### src/btli_pkg.sv
// ----------------------------------------------------------------------------
// btli_pkg: shared definitions of the breakpoint table interpolator
// Table sizes, operation codes, arithmetic widths and the divider status.
// ----------------------------------------------------------------------------
package btli_pkg;

   localparam int NUM_POINTS  = 128;
   localparam int NUM_CURVES  = 32;
   localparam int VALUE_WIDTH = 32;

   localparam int IDX_W   = $clog2(NUM_POINTS);
   localparam int CADDR_W = $clog2(NUM_CURVES * NUM_POINTS);

   // operation codes carried in req_tuser
   localparam logic [1:0] OP_LOOKUP   = 2'd0;
   localparam logic [1:0] OP_WRITE_BP = 2'd1;
   localparam logic [1:0] OP_WRITE_CV = 2'd2;

   // magnitudes of 33-bit differences, their product, and the kept quotient
   localparam int MAG_W  = 33;
   localparam int PROD_W = 65;
   localparam int QUO_W  = 34;
   localparam int CNT_W  = $clog2(QUO_W + 1);

   // result saturates to the narrower of VALUE_WIDTH and 32 bits
   localparam int SAT_BITS = (VALUE_WIDTH < 32) ? VALUE_WIDTH : 32;
   localparam int SUM_W    = QUO_W + 2;
   localparam logic signed [SUM_W-1:0] SUM_MAX =
      (SUM_W'(1) <<< (SAT_BITS - 1)) - SUM_W'(1);
   localparam logic signed [SUM_W-1:0] SUM_MIN = -SUM_MAX - SUM_W'(1);

   typedef struct packed {
      logic done;      // one-cycle pulse: quotient is final
      logic overflow;  // quotient would not fit in QUO_W bits
   } div_status_type;

endpackage

### src/btli_div.sv
// ----------------------------------------------------------------------------
// btli_div: serial restoring divider
// Divides the unsigned interpolation product by the segment width, one
// quotient bit per cycle; quotients wider than QUO_W bits are flagged.
// ----------------------------------------------------------------------------
module btli_div
   import btli_pkg::*;
(
   input  logic                 clock,
   input  logic                 reset,
   input  logic                 start,
   input  logic [PROD_W-1:0]    dividend,
   input  logic [MAG_W-1:0]     divisor,
   output logic [QUO_W-1:0]     quotient,
   output div_status_type       status
);

   logic              busy_ff,  busy_in;
   logic              done_ff,  done_in;
   logic              ovf_ff,   ovf_in;
   logic [CNT_W-1:0]  cnt_ff,   cnt_in;
   logic [MAG_W-1:0]  rem_ff,   rem_in;
   logic [QUO_W-1:0]  dvd_ff,   dvd_in;

   logic              too_big;
   logic [MAG_W-1:0]  rem_shift;
   logic              fits;

   // quotient overflows when dividend >= divisor * 2^QUO_W
   assign too_big   = {2'b00, dividend} >= {divisor, {QUO_W{1'b0}}};
   assign rem_shift = {rem_ff[MAG_W-2:0], dvd_ff[QUO_W-1]};
   assign fits      = rem_shift >= divisor;

   always_comb begin
      busy_in = busy_ff;
      done_in = 1'b0;
      ovf_in  = ovf_ff;
      cnt_in  = cnt_ff;
      rem_in  = rem_ff;
      dvd_in  = dvd_ff;
      if (start) begin
         ovf_in = too_big;
         if (too_big) begin
            done_in = 1'b1;
         end else begin
            busy_in = 1'b1;
            cnt_in  = CNT_W'(QUO_W);
            rem_in  = MAG_W'(dividend[PROD_W-1:QUO_W]);
            dvd_in  = dividend[QUO_W-1:0];
         end
      end else if (busy_ff) begin
         // shift in the next dividend bit, subtract when it fits
         rem_in = fits ? (rem_shift - divisor) : rem_shift;
         dvd_in = {dvd_ff[QUO_W-2:0], fits};
         cnt_in = cnt_ff - CNT_W'(1);
         if (cnt_ff == CNT_W'(1)) begin
            busy_in = 1'b0;
            done_in = 1'b1;
         end
      end
   end

   always_ff @(posedge clock) begin
      if (reset) begin
         busy_ff <= 1'b0;
         done_ff <= 1'b0;
      end else begin
         busy_ff <= busy_in;
         done_ff <= done_in;
      end
   end

   always_ff @(posedge clock) begin
      ovf_ff <= ovf_in;
      cnt_ff <= cnt_in;
      rem_ff <= rem_in;
      dvd_ff <= dvd_in;
   end

   assign quotient        = dvd_ff;
   assign status.done     = done_ff;
   assign status.overflow = ovf_ff;

endmodule

### config.mk
export PLATFORM = sky130hd
export DESIGN_NAME = btli_div
export DESIGN_NICKNAME = d
export VERILOG_FILES = /design/src/btli_pkg.sv /design/src/btli_div.sv
export SDC_FILE = /design/constraint.sdc
export NUM_CORES = 1
export LEC_CHECK = 0
export BUFFER_PORTS_ARGS = -buffer_cell sky130_fd_sc_hd__buf_4
export CAP_MARGIN = 15
export CORE_UTILIZATION = 50
export CTS_CLUSTER_DIAMETER = 50
export DETAILED_ROUTE_END_ITERATION = 12
export GPL_TIMING_DRIVEN = 0
export PLACE_DENSITY = 0.77
export SETUP_SLACK_MARGIN = 0.05
export SLEW_MARGIN = 10
export SYNTH_ARGS = -nofsm -noshare
export SYNTH_HDL_FRONTEND = slang
export SYNTH_SLANG_ARGS = --single-unit
### constraint.sdc
create_clock -name clock -period 6.3 [get_ports clock]
set_input_delay 1.26 -clock clock [delete_from_list [all_inputs] [get_ports clock]]
set_output_delay 1.26 -clock clock [all_outputs]
set_load 0.005 [all_outputs]
==> impl_results.md, run 1 <==
* Status: finished clean
* CP required at between 6 and 7 ns
* Dominant synthesized flop cell: edfxtp_1
* Critical path, cell by cell: buf_4, inv_1, ha_1, or4b_1, or4_1, o21ai_1, a21oi_1, o311a_1, nor2_1, a21oi_4, buf_16, buf_16, buf_16
* Die ar. at 12800 um2
* Post-synth top area share at between 30 and 40%
* RD Place Congestion at 0.915
* Max H-tree Level at 3
* Yosys warnings at 0
* Gate power share at 42.4%
* Async set-reset flop share out of synthesis at 0%
* Worst vdd ir at 149 uV
* Area leader, netlist: edfxtp_1
* WHS at 0.479 ns
* Worst-Margin Slew at 0.685 ns
* Placed Area at approximately 7500 um2
* Tot GR Track Use at 27.3%
* GRT overflow at 0
* Synthesized flop and latch total at between 70 and 80
* Leak pwr at 3.50 nW
* Slew Limit Fails at 0
* Setup Buffers After CTS at 0
* RSZ-0062 raised after global routing: no
* Sequential power share at between 30% and 40%
* Min Clock Period, post-route at about 4.3 ns
* Setup CP Type: input pin to register
* Period utilization at 68.0%
* Avg Synthesized Cell Area at between 9 and 10 um2
* IO Count at 137
* Routed via count at 5632
* Die height at 113 um
* CTS tree: done
* # Max-Cap Violations at 0
* Crit path max-delay family: simple AND/OR/NAND/NOR gates
* Num CTS Buffers at 9
* Worst skew pair latency at 0.34 ns
* Pin count of the biggest net entering global routing at 19
* Worst relative slew slack at 53.2%
* Setup_tns at 0 ns
* Initial Util at 51.4%
* Initial antenna violation count at 0
* Util after Layout at 65.0%
* Vias/cell at 5.79
* Int Pwr at 1.37 mW
* R2r setup slk at 3.01 ns
* Share of post-route cells with drive strength above 1 at 26.1%
* Max FO, Critical Path at 17
* Min-delay worst type: register to register
* Min-Delay Endpoint: busy_ff
* Clk pwr share at 24.7%
* Core box area at about 12000 um2
* CTS resizes at 0
* Cell count after synthesis at 649
* DRC viols at 0
* Buf/Inv on CP at 5
* CP most frequent cell: buf_16
* Crit path launch type: input pin
* Crit. End Element: register
* Hold path depth at 2
* Sw Pwr at 768 uW
* NumNets Final at 968
* Most common cell in the netlist: a21oi_1
* Power Dens Cells at 273 nW/um2
* Register area share after synthesis at 36.0%
* Min-delay src: busy_ff
* Fmax at 233 MHz
* Die width at 113 um
* Unique masters post-synth at 65
* Worst path max stage delay at approximately 0.51 ns
* Reg2reg start: rem_ff[14]
* Data arrival, critical path at 4.38 ns
* Clock Tree Root: clkbuf_16
* Post-Syn Nets at 817
* Setup Skew at 0.00791 ns
* Row cnt at 40
* Routed Antenna Nets at 0
* Switch share at between 30% and 40%
* Pre-Repair DR Iteration Count at 5
* Vias in the first global route at 5575
* Drt wl/cell at 17.6 um
* Critical path's slowest cell: or4_1
* R2R Path End: rem_ff[13]
* 1st-iter DRT viols at 393
* IO Port Bufs at 136
* Sink Count at 75
* Global-route wire length before repair at 27.3 mm
* Post-synth top cells: a21oi_1 (76), edfxtp_1 (73), ha_1 (66)
* Ranking of synthesized cells by area: edfxtp_1 (35%), ha_1 (13%), mux2_2 (6.4%)
* Detailed placer's ending HPWL at around 14 mm
* Synth-to-Final Area Change at 26.6%
* Finished Cell Area at 7840 um2
* Final setup viols at 0
* Overall power at 2.14 mW
* Antenna cells at 0
* CTS Buffer Depth at 2
* Worst-path clk slew at 0.06 ns
* Hold Vio Cnt, Final at 0
* Synth Cell Area at 6200 um2
* Number of synthesized flops with an enable pin at 73
* Drt total wl at 17.1 mm
* Worst reg2reg path depth at 10
* # hold bufs at CTS at 0
## metal layers
layer | up-vias | share of wire (%) | GRT usage (%)
li1 | 2749 | - | -
met1 | 2639 | 43 | 34.7
met2 | 220 | 47 | 46.0
met3 | 24 | 8.4 | 7.34
met4 | 0 | 1.5 | 6.93
met5 | - | 0 | 0
## power groups by stage
| stage | clock network (mW) | logic [mW] | registers (mW) |
|---|---|---|---|
| 2_1_floorplan | 0 | 0.623 | 0.702 |
| 3_3_place_gp | 0 | 0.854 | 0.713 |
| 3_5_place_dp | 0 | 0.892 | 0.713 |
| 4_1_cts | 0.532 | 0.898 | 0.705 |
| 5_1_grt | 0.555 | 1.00 | 0.713 |
| 6_report | 0.528 | 0.907 | 0.705 |
## tightest hold or removal path: stages, from the launching register on
cell and delay [ns]:
dfxtp_1 0.32, nand2_1 0.06, a21oi_1 0.06
## flip-flops by register name, summed over array words and instances (netlist names)
register  count
done_ff       1
rem_ff       32
quotient     34
cnt_ff        6
ovf_ff        1
busy_ff       1
## per-stage QoR
step	setup slack [ns]	instances
3_3_place_gp	-0.0711	953
6_report	2.01	973
2_1_floorplan	1.13	649
5_1_grt	1.88	973
3_5_place_dp	1.65	957
4_1_cts	1.99	973
## kinds of logic (layout without fill, tap and decap cells)
| kind of cell | Yosys count | count (layout) | share of synthesized area, % |
|---|---|---|---|
| AO/OA/AOI/OAI | 198 | 198 | 20.8 |
| XOR/XNOR | 27 | 27 | 3.82 |
| adder cells (fa/ha/maj) | 67 | 67 | 13.7 |
| buffers and inverters | 81 | 237 | 5.53 |
| flip-flops | 75 | 75 | 36.0 |
| multiplexers | 41 | 41 | 7.33 |
| AND/OR/NAND/NOR | 160 | 160 | 12.9 |
## layout by cell type (no fill, tap or decap), types with 15 or more instances in the layout
cell type	n
o21ai_0	30
ha_1	66
a21o_1	29
nand3_1	15
a2bb2oi_1	17
inv_1	48
nor2_1	34
mux2_2	35
a21oi_1	75
nand2_1	47
nand4_1	17
clkbuf_1	21
edfxtp_1	73
buf_4	140
xnor2_1	18
## layout make-up
cell class,instances,area [um2]
buffer,33,163
clock buffer,10,229
clock inverter,6,63.8
fill,1003,4220
inverter,48,180
multi-input combinational,493,3630
sequential,75,2230
tap,168,210
timing repair buffer,140,1130
## worst max-delay path by stage
stage | slack [ns] | start | depth (start not counted) | end
floorplan | 1.13 | divisor[26] | 10 | cnt_ff[0]
detailed placement | 1.65 | divisor[1] | 13 | rem_ff[9]
CTS | 1.99 | divisor[1] | 13 | rem_ff[21]
global route | 1.88 | divisor[1] | 13 | rem_ff[21]
global placement | -0.07 | divisor[6] | 9 | rem_ff[9]
finish | 2.01 | divisor[1] | 13 | rem_ff[21]
No activity file was read; power rests on OpenSTA's default activity.
==> run 2, diff against run 1 <==
- CORE_UTILIZATION: 50 -> 56
- PLACE_DENSITY: 0.77 -> 0.82
- clock period: 6.3 -> 4.2 ns (I/O delays scaled with it)
==> run 2 against run 1 <==
Effect of this change: worst setup slack lost 1.6 ns; core utilization grew 6.3 points; highest routed layer unchanged; power grew 43%; final cell count fell by 3.1%; register-to-register slack lost 2.1 ns; largest cell class unchanged; flip-flop and latch count is the same; largest power group unchanged; routed wire length is 2.9% higher.
==> impl_results.md, run 2 (synthesized netlist as in run 1, its figures left out) <==
* R2r setup slk at 0.90 ns
* Data arrival, critical path at 3.91 ns
* Int Pwr at 1.92 mW
* 1st-iter DRT viols at approximately 360
* Max FO, Critical Path at 21
* Setup_tns at 0 ns
* DRT met1 WL at 6.98 mm
* Min-delay worst type: register to register
* Crit. End Element: register
* Worst skew pair latency at about 0.36 ns
* Tot GR Track Use at 31.7%
* DRC viols at 0
* Worst path max stage delay at 0.51 ns
* Setup CP Type: input pin to register
* Crit path launch type: input pin
* Layout filler cell count at 829
* WL met2 at 8.49 mm
* Row cnt at 38
* Drt total wl at between 15 and 20 mm
* Hold Vio Cnt, Final at 0
* IO Count at 137
* Min Clock Period, post-route at 3.80 ns
* Critical path's slowest cell: or4_1
* Core box area at about 11000 um2
* Pre-Repair DR Iteration Count at 5
* Period utilization at 90.6%
* Die height at 107 um
* IO Port Bufs at ~140
* Multi-input logic area at roughly 3600 um2
* # Max-Cap Violations at 0
* # hold bufs at CTS at 0
* Pin count of the biggest net entering global routing at 22
* Vias in the first global route at about 6000
* Top layer in use: met4
* Power Dens Cells at approximately 400 nW/um2
* Register area at 2230 um2
* Setup Skew at between 0.01 and 0.015 ns
* Routed via count at 5752
* Pre-CTS setup slack at 0.0729 ns
* Worst-Margin Slew at just over 0.7 ns
* Setup ws final at 0.395 ns
* Num CTS Buffers at 9
* Sw Pwr at around 1.1 mW
* CTS tree: done
* Synth-to-Final Area Change at 24.3%
* Initial Util at between 50% and 60%
* Initial antenna violation count at 0
* Worst-path clk slew at 0.08 ns
* Detailed placer's ending HPWL at 13.9 mm
* RSZ-0062 raised after global routing: no
* Max H-tree Level at 3
* Routed Antenna Nets at 0
* Number of flip-flops in the largest register at 34
* Vias/cell at about 6.1
* Sink Count at 75
* Final setup viols at 0
* Drt wl/cell at 18.6 um
* Worst vdd ir at 247 uV
* RD Place Congestion at 0.961
* Clk pwr share at 20.6%
* CP required at 4.31 ns
* Most frequent cells in the layout: buf_4 (140), a21oi_1 (75), edfxtp_1 (73)
* Switch share at a little under two fifths
* Share of post-route cells with drive strength above 1 at 26.2%
* CTS resizes at 0
* Global-route wire length before repair at roughly 28 mm
* Critical path, cell by cell: buf_4, inv_1, ha_1, or4b_1, or4_1, o21ai_1, a21oi_1, o311a_1, nor2_1, a21oi_4, buf_16, buf_16
* Leak pwr at 3.45 nW
* NumNets Final at 967
* Clock Tree Root: clkbuf_8
* Worst relative slew slack at roughly 52%
* Util after Layout at 71.4%
* Gate power share at between 40 and 50%
* Antenna cells at 0
* Slew Limit Fails at 0
* Setup Buffers After CTS at 0
* Met3 WL at 1.69 mm
* GRT overflow at 0
* Die ar. at ~11000 um2
* CTS Buffer Depth at 2
* CP most frequent cell: buf_16
* Status: finished clean
* Fmax at around 260 MHz
* Sequential power share at 34.5%
* Die width at around 110 um
* Commonest non-fill, non-tap cell in the layout: buf_4
run 2: layer usage:
layer | vias up | global-route usage, %
li1 | 2737 | -
met4 | 0 | 11.6
met3 | 45 | 7.90
met2 | 268 | 54.8
met1 | 2702 | 37.9
met5 | - | 0
run 2: power by group through the flow:
stage	clock network, mW	registers (mW)	logic [mW]
global route	0.664	1.07	1.50
floorplan	0	1.05	0.935
global placement	0	1.07	1.28
detailed placement	0	1.07	1.35
finish	0.631	1.06	1.38
CTS	0.632	1.05	1.35
run 2: layout make-up:
type | count | share of cell area (%)
Buffer | 33 | 2.11
Timing Repair Buffer | 139 | 14.3
Clock inverter | 6 | 1.19
Clock buffer | 9 | 1.61
Sequential cell | 75 | 29.0
Tap cell | 140 | 2.27
Inverter | 48 | 2.34
Multi-Input combinational cell | 493 | 47.2
run 2: path summary, 6_finish.rpt:
check              from  cells past startpoint           end
max          divisor[1]                     12  quotient[11]
min             busy_ff                      2       busy_ff
max reg2reg  rem_ff[14]                     10    rem_ff[11]
min reg2reg     busy_ff                      2       busy_ff
run 2: critical path, delay by kind of cell:
family          cells  cell delay [ns]
compound gates      4             0.90
fa+ha+maj           1             0.31
buf+inv             4             0.61
simple gates        3             1.24
run 2: metrics by stage:
step	total power, mW	cells	cell area [um2]	hold WS, ns
6_report	3.06	943	7700	0.512
4_1_cts	3.04	943	7700	0.505
3_5_place_dp	2.41	928	7490	0.489
3_3_place_gp	2.34	925	7400	0.450
2_1_floorplan	1.99	649	6210	0.444
5_1_grt	3.24	943	7700	0.536
